## src/rtl/core/mfdl_pkg.sv

```systemverilog
package mfdl_pkg;

    localparam int STORE_DEPTH = 65536;
    localparam int ADDR_BITS   = $clog2(STORE_DEPTH);
    localparam int SAMPLE_BITS = 24;
    localparam int MAX_BLOCK   = 4096;

    localparam int GAIN_BITS   = 16;
    localparam int TARGET_BITS = 31;
    localparam int LEN_BITS    = 13;
    localparam int POS_BITS    = 32;
    localparam int FRAC_BITS   = 15;

    localparam int PROD_BITS   = SAMPLE_BITS + GAIN_BITS + 1;
    localparam int FB_BITS     = SAMPLE_BITS + 2;
    localparam int SUM_BITS    = SAMPLE_BITS + 3;

    localparam int DIV_STEPS   = POS_BITS;
    localparam int CNT_BITS    = $clog2(DIV_STEPS);

    localparam int CFG_IDX_BITS  = 1;
    localparam int CFG_DATA_BITS = GAIN_BITS;

    localparam logic [CFG_IDX_BITS-1:0] REG_FEEDBACK_GAIN = 1'b0;
    localparam logic [CFG_IDX_BITS-1:0] REG_GLIDE_ENABLE  = 1'b1;

    typedef struct packed {
        logic accept;
        logic div_start;
        logic div_load;
        logic advance;
        logic multiply;
        logic commit;
    } mfdl_cmd_t;

    typedef struct packed {
        logic need_div;
        logic div_done;
        logic out_free;
    } mfdl_status_t;

endpackage

```

## src/rtl/core/mfdl_ctrl.sv

```systemverilog
module mfdl_ctrl (
    input  logic                   clk,
    input  logic                   rst_n,
    input  logic                   in_valid,
    output logic                   in_ready,
    input  mfdl_pkg::mfdl_status_t status,
    output mfdl_pkg::mfdl_cmd_t    cmd
);

    import mfdl_pkg::*;

    typedef enum logic [4:0] {
        ST_IDLE = 5'b00001,
        ST_DIV  = 5'b00010,
        ST_ADV  = 5'b00100,
        ST_MUL  = 5'b01000,
        ST_WR   = 5'b10000
    } state_t;

    state_t state_reg;
    state_t state_next;
    logic   accept;

    assign in_ready = (state_reg == ST_IDLE);
    assign accept   = in_valid & in_ready;

    always_comb
    begin
        state_next = state_reg;
        cmd        = '0;
        case (state_reg)
            ST_IDLE:
            begin
                if (accept)
                begin
                    cmd.accept = 1'b1;
                    if (status.need_div)
                    begin
                        cmd.div_start = 1'b1;
                        state_next    = ST_DIV;
                    end
                    else
                    begin
                        cmd.advance = 1'b1;
                        state_next  = ST_MUL;
                    end
                end
            end
            ST_DIV:
            begin
                if (status.div_done)
                begin
                    cmd.div_load = 1'b1;
                    state_next   = ST_ADV;
                end
            end
            ST_ADV:
            begin
                cmd.advance = 1'b1;
                state_next  = ST_MUL;
            end
            ST_MUL:
            begin
                cmd.multiply = 1'b1;
                state_next   = ST_WR;
            end
            ST_WR:
            begin
                // hold until the output slot frees up
                if (status.out_free)
                begin
                    cmd.commit = 1'b1;
                    state_next = ST_IDLE;
                end
            end
            default:
            begin
                state_next = ST_IDLE;
            end
        endcase
    end

    always_ff @(posedge clk or negedge rst_n)
    begin
        if (!rst_n)
        begin
            state_reg <= ST_IDLE;
        end
        else
        begin
            state_reg <= state_next;
        end
    end

endmodule

```

## config.mk

```make
export PLATFORM = sky130hd
export DESIGN_NAME = mfdl_ctrl
export DESIGN_NICKNAME = d
export VERILOG_FILES = /design/src/rtl/core/mfdl_pkg.sv /design/src/rtl/core/mfdl_ctrl.sv
export SDC_FILE = /design/constraint.sdc
export NUM_CORES = 1
export LEC_CHECK = 0
export ABC_AREA = 1
export BUFFER_PORTS_ARGS = -buffer_cell sky130_fd_sc_hd__buf_4
export CAP_MARGIN = 40
export CORE_AREA = 4 4 41 43
export CTS_BUF_LIST = sky130_fd_sc_hd__clkbuf_8
export DETAILED_ROUTE_END_ITERATION = 10
export DIE_AREA = 0 0 45 47
export SYNTH_ARGS = -nofsm -noshare
export SYNTH_HDL_FRONTEND = slang
export SYNTH_SLANG_ARGS = --single-unit
```

## constraint.sdc

```tcl
create_clock -name clk -period 2.9 [get_ports clk]
set_input_delay 0.435 -clock clk [delete_from_list [all_inputs] [get_ports clk]]
set_output_delay 0.435 -clock clk [all_outputs]
set_load 0.005 [all_outputs]
```

==> qor.yml, run 1 <==
grt:
  antenna_found_initial: 0
  grt_pass1_wl_um: 1270
  grt_usage: 0.0858
  grt_max_degree: 6
  first_global_vias: 332
  grt_overflow: 0
floorplanning:
  std_cell_rows: 13
  io_pins: 13
  die_h_um: 47
  initial_core_util: 0.278
  die_area_sq_um: 2120
  fp.dieW_um: 45
  coreArea_sq_um: 1300
detailed_routing:
  vias_per_cell: 4.11
  ant_nets: 0
  first_pass_iters: 4
  num_vias: 333
  wl_per_cell_um: 9.00
  drc: 0
  drt_iter0_drc: 3
  wl_um: 729
sta:
  post-route-period-util: 0.620
  fin_ws_ns: 1.10
  period_needed_ns: 1.80
  skew_ns: 0.000414
  setup_viol: 0
  drv_slew: 0
  max-slew-margin-rel: 0.825
  setup_tns_ns: 0
  grt_setup_unrepaired: "no"
  hold_viol_final: 0
  holdWs_ns: 0.00925
  worst_pin_slew_ns: 0.261
  fmax_mhz: 556
yosys:
  netlist_top_cells_area: "dfrtp_1 (28%), inv_1 (10%), nand2_1 (9.3%)"
  seq_area_frac_synth: 0.349
  async_flop_share: 1.00
  synth_seq_cells: 5
  syn-instance-count: 50
  syn_nets: 56
  synth_top_area_share: 0.277
  ys_warn_count: 0
  yosysMostFrequentCell: "inv_1"
  syn_area_sq_um: 362
  synth-edff-count: 0
  synth_common_cells: "inv_1 (10), nand2_1 (9), nor2_1 (5)"
  yosysTopAreaCell: "dfrtp_1"
  syn_area_per_cell_sq_um: 7.23
  synthDistinctLibCells: 15
  synth-main-ff-cell: "dfrtp_1"
place:
  dp_hpwl_um: 612
  place_inst: 77
  gp_congestion: 0.709
  portBuffers: 12
  placedInstanceArea_sq_um: 470
  pre_cts_slack_ns: 1.33
power_and_ir_drop:
  leakage_nw: 0.301
  p_per_area_nw_per_um2: 904
  peakVddDrop_mv: 0.428
  power_uw: 466
outcome:
  status: "complete, no violations"
worst_setup_path:
  crit_type: "reg2out"
  cp.arrival_ns: 1.36
  startpoint_type: "flop"
  crit_required_ns: 2.47
  critPathLaunch: "state_reg[0]"
  cp-end-kind: "output pin"
  r2r-start: "state_reg[0]"
  critPathMaxFanout: 4
cts:
  ctsHoldBuffers: 0
  cts_root_buf: "clkbuf_8"
  cts_resized: 0
  post_cts_buffers: 0
  cts_buffers: 3
  clk_path_buf_depth: 2
  numClockSinks: 5
  clock_latency_ns: 0.22
  path_clk_slew_ns: 0.03
  cts_tree: "yes"
  h-tree-depth: 1
hold_path:
  min_path_type: "in2async"
cells_and_area:
  nets: 73
  stdcell_count: 81
  final_area_sq_um: 515
  fin_util: 0.396
  area_growth_pct: 42.6
  largest_register_ff_count: 5
  drive_above_1_share: 0.424
  diodes: 0
  fillCellCount: 146
job:
  cap_violations: 0
==> worst paths after layout <==
check	slack, ns	end	cells after the start
max	1.10	cmd[2]	7
min	0.009	state_reg[2]	1
max reg2reg	1.77	state_reg[1]	6
min reg2reg	0.62	state_reg[0]	3
max in group asynchronous	2.70	state_reg[0]	1
min in group clk	0.47	state_reg[2]	3
==> layer usage <==
layer	vias up	GRT usage	wire length [um]	part of all wire
met4	0	0.0351	0	0
met5	-	0	0	0
met3	0	0.0460	51	0.070
met1	137	0.109	358	0.49
li1	186	-	-	-
met2	10	0.121	318	0.44
==> power breakdown <==
group	switching, mW	internal, mW	total [mW]
Combinational	0.128	0.0966	0.224
Clock	0.0327	0.0906	0.123
Sequential	0.0227	0.0957	0.118
Total	0.183	0.283	0.466
==> worst max-delay path, stage by stage, from the launching register on <==
cell     delay [ns]
dfstp_2        0.54
inv_2          0.05
nor2_4         0.12
nand3_4        0.11
nor2_4         0.10
nand2_2        0.06
nand2_1        0.06
buf_4          0.10
==> cell usage in the layout (no fill, tap or decap), drive strengths merged <==
cell / instances
nor4: 1
clkbuf: 3
nand3: 1
dfstp: 1
inv: 14
dfrtp: 4
nand4: 4
nor2: 12
o21ai: 3
buf: 12
nor3: 1
nand2: 10
==> kinds of logic after synthesis <==
| group | synth area share |
|---|---|
| and+or+nand+nor | 0.474 |
| buffers and inverters | 0.135 |
| DFF | 0.350 |
| AOI/OAI and AO/OA | 0.0415 |
==> layout make-up <==
type	count	area, sq um	share of cell area
clock inverters	1	3.75	0.00728
multi-input cells	32	186	0.362
flip-flops and latches	5	126	0.245
clock buffers	3	41.3	0.0801
inverters	13	48.8	0.0947
repair buffers	12	90.1	0.175
well taps	15	18.8	0.0364
Note: power is estimated with default switching activity, not from simulation.
==> inputs of run 2 (changes only) <==
--- a/config.mk
+++ b/config.mk
@@ -5,7 +5,7 @@
 export SDC_FILE = /design/constraint.sdc
 export NUM_CORES = 1
 export LEC_CHECK = 0
-export ABC_AREA = 1
+export ABC_AREA = 0
 export BUFFER_PORTS_ARGS = -buffer_cell sky130_fd_sc_hd__buf_4
 export CAP_MARGIN = 40
 export CORE_AREA = 4 4 41 43
==> constraint.sdc (replaced) <==
create_clock -name clk -period 1.82 [get_ports clk]
set_input_delay 0.273 -clock clk [delete_from_list [all_inputs] [get_ports clk]]
set_output_delay 0.273 -clock clk [all_outputs]
set_load 0.005 [all_outputs]
==> run 2 against run 1 <==
  * Critical path depth fell by 3
  * Sequential power rose by 65%
  * Combinational power grew 33%
  * Power rose by 48%
  * Synthesized area fell by 9.3%
  * Routed wire length is 4.3% higher
  * Setup slack worse by 0.99 ns
  * Via count fell by 2.1%
  * Register-to-register slack lost 1.2 ns
==> qor.yml, run 2 <==
outcome:
  status: "complete, no violations"
sta:
  setup_tns_ns: 0  # unchanged
  period_needed_ns: 1.71
  grt_setup_unrepaired: "no"
  worst_pin_slew_ns: 0.295  # +0.0345 ns
  skew_ns: 0.00375  # +0.00333 ns
  max-slew-margin-rel: 0.803  # -0.0214
  fmax_mhz: 585
  drv_slew: 0  # unchanged
  post-route-period-util: 0.939
  hold_viol_final: 0  # unchanged
  setup_viol: 0  # unchanged
cells_and_area:
  nets: 62  # -15%
  diodes: 0  # unchanged
  largest_register_ff_count: 5  # unchanged
  drive_above_1_share: 0.418  # -0.00606
  seq_area_sq_um: 126  # unchanged
  multi_input_comb_area_sq_um: 179  # -4.0%
  fillCellCount: 139  # -4.8%
  final_area_sq_um: 495  # -3.9%
  layout_commonest_cell: "buf_4"
  area_growth_pct: 51.1
  final_cell_mix: "buf_4 (14), nor2_1 (5), o21ai_0 (4), dfrtp_1 (4)"
worst_setup_path:
  crit_type: "reg2out"
  cp.arrival_ns: 1.44  # +0.08 ns
  reg2regPathDepth: 4  # -2
  startpoint_type: "flop"
  cp-end-kind: "output pin"
  crit_required_ns: 1.55  # -0.92 ns
  critPathMaxFanout: 6  # +2
power_and_ir_drop:
  power_uw: 689  # +48%
  peakVddDrop_mv: 0.819  # +92%
  leakage_nw: 0.244  # -19%
  p_per_area_nw_per_um2: 1390  # +54%
yosys:
  synth_top_area_share: 0.305  # +0.0285
  netlist_top_cells_area: "dfrtp_1 (31%), dfstp_2 (8.0%), and3_4 (6.9%)"
  ys_warn_count: 0  # unchanged
  syn-instance-count: 37  # -26%
  synth-main-ff-cell: "dfrtp_1"
  synthDistinctLibCells: 20  # +5
  yosysMostFrequentCell: "nor2_1"
  async_flop_share: 1.00  # unchanged
  syn_nets: 43  # -23%
  synth-edff-count: 0  # unchanged
  synth_seq_cells: 5  # unchanged
  seq_area_frac_synth: 0.385  # +0.0360
  yosysTopAreaCell: "dfrtp_1"
  syn_area_per_cell_sq_um: 8.86  # +23%
  syn_area_sq_um: 328  # -9.3%
  synth_common_cells: "nor2_1 (5), dfrtp_1 (4), o21ai_0 (4)"
floorplanning:
  std_cell_rows: 13  # unchanged
  initial_core_util: 0.252  # -0.0260
  coreArea_sq_um: 1300  # unchanged
  fp.dieW_um: 45  # unchanged
  die_area_sq_um: 2120  # unchanged
  die_h_um: 47  # unchanged
  io_pins: 13  # unchanged
detailed_routing:
  vias_per_cell: 4.66  # +13%
  route.top_layer_used: "met3"
  first_pass_iters: 3  # -1
  ant_nets: 0  # unchanged
  wl_um: 760  # +4.3%
  wirelength_met1_um: 370  # +3.4%
  num_vias: 326  # -2.1%
  wl_per_cell_um: 10.9  # +21%
  drc: 0  # unchanged
  drt_iter0_drc: 5  # +2
  met3WireLength_um: 96  # +88%
  wl_met2_um: 293  # -7.9%
grt:
  antenna_found_initial: 0  # unchanged
  grt_overflow: 0  # unchanged
  first_global_vias: 264  # -20%
  grt_usage: 0.0794  # -0.00635
  grt_max_degree: 11  # +5
  grt_pass1_wl_um: 1100  # -14%
place:
  portBuffers: 12  # unchanged
  dp_hpwl_um: 577  # -5.6%
  gp_congestion: 0.730  # +2.9%
  placedInstanceArea_sq_um: 425  # -9.6%
cts:
  path_clk_slew_ns: 0.03  # about the same
  numClockSinks: 5  # unchanged
  clk_path_buf_depth: 2  # unchanged
  h-tree-depth: 1  # unchanged
  cts_tree: "yes"
  cts_resized: 0  # unchanged
  clock_latency_ns: 0.22  # about the same
  cts_buffers: 3  # unchanged
  cts_root_buf: "clkbuf_8"
hold_path:
  hold_path_depth: 2
  min_path_type: "in2reg"
job:
  cap_violations: 0  # unchanged
==> run 2: final timing paths <==
check                        startpoint            to  slack [ns]
setup / recovery           state_reg[2]        cmd[2]        0.11
hold / removal                status[0]  state_reg[4]        0.25
setup reg to reg           state_reg[1]  state_reg[1]        0.59
hold reg to reg            state_reg[4]  state_reg[3]        0.53
max in group asynchronous         rst_n  state_reg[0]        1.24
min in group asynchronous         rst_n  state_reg[3]        0.39
==> run 2: cell families (layout without fill, tap and decap cells) <==
logic type	after synthesis	after routing	share of synthesized area
AOI/OAI and AO/OA	8	8	0.130
xor gates and xnor gates	1	1	0.0267
buffers and inverters	4	22	0.0687
DFF	5	5	0.386
and+or+nand+nor	19	19	0.389
==> run 2: metrics by stage <==
step | util | hold WS, ns | instances | setup slack [ns]
floorplan | - | -0.0226 | 37 | 0.422
global placement | 0.327 | 0.0763 | 63 | 0.186
detailed placement | 0.327 | 0.0774 | 63 | 0.188
CTS | 0.381 | 0.249 | 70 | 0.0108
global route | 0.381 | 0.252 | 70 | 0.0372
finish | 0.381 | 0.254 | 70 | 0.111
==> run 2: routing by layer <==
layer	up-vias	GRT usage
li1	169	-
met5	-	0
met3	0	0.0690
met1	142	0.0947
met4	0	0.0351
met2	15	0.0989
==> run 2: layout make-up <==
type | count | share of cell area
clock buffer | 3 | 0.0833
clock inverter | 1 | 0.00758
inverter | 3 | 0.0227
multi-input combinational | 28 | 0.361
sequential | 5 | 0.255
tap | 15 | 0.0379
timing repair buffer | 15 | 0.232
==> run 2: what timing repair did <==
action | CTS | global route
hold buffers | 1 | 0
endpoints found under the setup margin | 1 | 1
cloned | 0 | 0
pin swaps | 2 | 1
buffers inserted | 2 | 0
hold endpoints to repair | 4 | 0
==> run 2: worst max-delay path, cell delays in order, from the launching register on <==
cell,delay [ns]
dfrtp_1,0.43
nor4_2,0.30
a21oi_1,0.09
nor4_1,0.22
buf_4,0.17
==> run 2: power breakdown <==
group / switching [mW] / internal (mW) / total (mW)
registers: 0.0443 / 0.151 / 0.195
logic: 0.134 / 0.163 / 0.297
clock network: 0.0525 / 0.144 / 0.197
==> inputs of run 3 (changes only) <==
--- a/config.mk
+++ b/config.mk
@@ -12,6 +12,7 @@
 export CTS_BUF_LIST = sky130_fd_sc_hd__clkbuf_8
 export DETAILED_ROUTE_END_ITERATION = 10
 export DIE_AREA = 0 0 45 47
+export REMOVE_ABC_BUFFERS = 1
 export SYNTH_ARGS = -nofsm -noshare
 export SYNTH_HDL_FRONTEND = slang
 export SYNTH_SLANG_ARGS = --single-unit
==> run 3 against run 2 <==
  * Clock power increased by 2%
  * Sequential cell count unchanged
  * Largest power group unchanged
  * Sequential share of layout area increased by 0.58 points
  * Count of clock-buffer cells in the layout unchanged
  * Highest routed layer is now met4
==> qor.yml, run 3 (synthesized netlist as in run 2, its figures left out) <==
grt:
  grt_usage: 0.0819  # +0.00251
  grt_overflow: 0  # unchanged
  grt_max_degree: 11  # unchanged
  first_global_vias: 291  # +10%
  grt_pass1_wl_um: 1150  # +5.0%
  antenna_found_initial: 0  # unchanged
outcome:
  status: "complete, no violations"
cells_and_area:
  fillCellCount: 148  # +6.5%
  nets: 61  # -1.6%
  diodes: 0  # unchanged
  final_area_sq_um: 489  # -1.3%
  fin_util: 0.376  # -0.00481
  area_growth_pct: 49.2
  layout_commonest_cell: "buf_4"
  stdcell_count: 69  # -1.4%
  final_cell_mix: "buf_4 (13), nor2_1 (5), o21ai_0 (4)"
  largest_register_ff_count: 5  # unchanged
  drive_above_1_share: 0.426  # +0.00774
floorplanning:
  initial_core_util: 0.252  # unchanged
  fp.dieW_um: 45  # unchanged
  die_area_sq_um: 2120  # unchanged
  io_pins: 13  # unchanged
  std_cell_rows: 13  # unchanged
  coreArea_sq_um: 1300  # unchanged
  die_h_um: 47  # unchanged
sta:
  setup_viol: 0  # unchanged
  setup_tns_ns: 0  # unchanged
  holdWs_ns: 0.245  # -0.00953 ns
  drv_slew: 0  # unchanged
  worst_pin_slew_ns: 0.297  # +0.00185 ns
  hold_viol_final: 0  # unchanged
  max-slew-margin-rel: 0.802  # -0.00124
  skew_ns: 0.00259  # -0.00115 ns
  post-route-period-util: 0.961  # +0.0221
  fmax_mhz: 572  # -2.3%
  fin_ws_ns: 0.0711  # -0.0403 ns
  period_needed_ns: 1.75  # +0.0403 ns
  grt_setup_unrepaired: "no"
cts:
  h-tree-depth: 1  # unchanged
  numClockSinks: 5  # unchanged
  cts_buffers: 3  # unchanged
  clk_path_buf_depth: 2  # unchanged
  clock_latency_ns: 0.22  # about the same
  cts_root_buf: "clkbuf_8"
  path_clk_slew_ns: 0.04  # about the same
  cts_tree: "yes"
place:
  gp_congestion: 0.767  # +5.1%
  place_inst: 63  # unchanged
  dp_hpwl_um: 585  # +1.3%
  pre_cts_slack_ns: 0.257  # +0.0685 ns
  placedInstanceArea_sq_um: 425  # unchanged
  portBuffers: 12  # unchanged
worst_setup_path:
  slowest_delay_ns: 0.54  # +0.11 ns
  cp-end-kind: "output pin"
  startpoint_type: "flop"
  cp.arrival_ns: 1.48  # +0.04 ns
  crit_type: "reg2out"
  cp_slowest_cell: "dfstp_2"
  cp_cell_sequence: "inv_2 > nor4_2 > a21oi_1 > nor4_1 > buf_4"
  critPathMaxFanout: 3  # -3
  reg2reg_slack_ns: 0.59  # about the same
  crit_required_ns: 1.55  # about the same
power_and_ir_drop:
  p_per_area_nw_per_um2: 1410  # +1.2%
  power_uw: 688  # about the same
  peakVddDrop_mv: 0.671  # -18%
  leakage_nw: 0.237  # -2.9%
detailed_routing:
  first_pass_iters: 2  # -1
  wl_um: 767  # +0.92%
  ant_nets: 0  # unchanged
  drt_iter0_drc: 2  # -3
  vias_per_cell: 4.74  # +1.8%
  wl_per_cell_um: 11.1  # +2.4%
  drc: 0  # unchanged
  num_vias: 327  # +0.31%
hold_path:
  min_path_type: "in2reg"
job:
  cap_violations: 0  # unchanged
==> run 3: cell count changes in the layout (fill, tap and decap cells not counted), sizes merged <==
cell and delta:
buf -1
==> run 3: routing by layer <==
layer	up-vias	wire, um	GRT usage
met5	-	0	0
met4	0	19	0.0877
met3	2	82	0.0307
met2	12	330	0.113
met1	146	335	0.0928
li1	167	-	-
==> run 3: path summary, 6_finish.rpt <==
| path | cells past startpoint | start | to |
|---|---|---|---|
| min in group asynchronous | 2 | rst_n | state_reg[2] |
| max in group asynchronous | 2 | rst_n | state_reg[0] |
| worst max-delay path | 5 | state_reg[0] | cmd[2] |
| worst min-delay path | 2 | status[0] | state_reg[4] |
| worst min register to register | 1 | state_reg[3] | state_reg[3] |
| worst max register to register | 4 | state_reg[1] | state_reg[1] |
==> run 3: area by class of cell <==
type                    count  area [sq um]  area share
clock buffers               3          41.3      0.0844
clock inverters             1          3.75     0.00767
inverters                   3          11.3      0.0230
multi-input cells          28           179       0.366
flip-flops and latches      5           128       0.261
well taps                  15          18.8      0.0384
repair buffers             14           108       0.220
==> run 3: worst max-delay path, delay by kind of cell, from the launching register on <==
| kind | cells | cell delay, ns |
|---|---|---|
| flip-flops | 1 | 0.54 |
| buffers and inverters | 2 | 0.22 |
| AO/OA/AOI/OAI | 1 | 0.08 |
| AND/OR/NAND/NOR | 2 | 0.41 |
==> run 3: power by group <==
group	internal (mW)	switching, mW	total [mW]
clock network	0.145	0.0567	0.201
registers	0.151	0.0446	0.196
logic	0.159	0.132	0.291
==> run 3: timing repair <==
action | CTS | global route
endpoints found under the hold margin | 4 | 0
resized for setup | 0 | 1
setup endpoints to repair | 0 | 1
hold buffers | 1 | 0
buffers inserted | 0 | 1
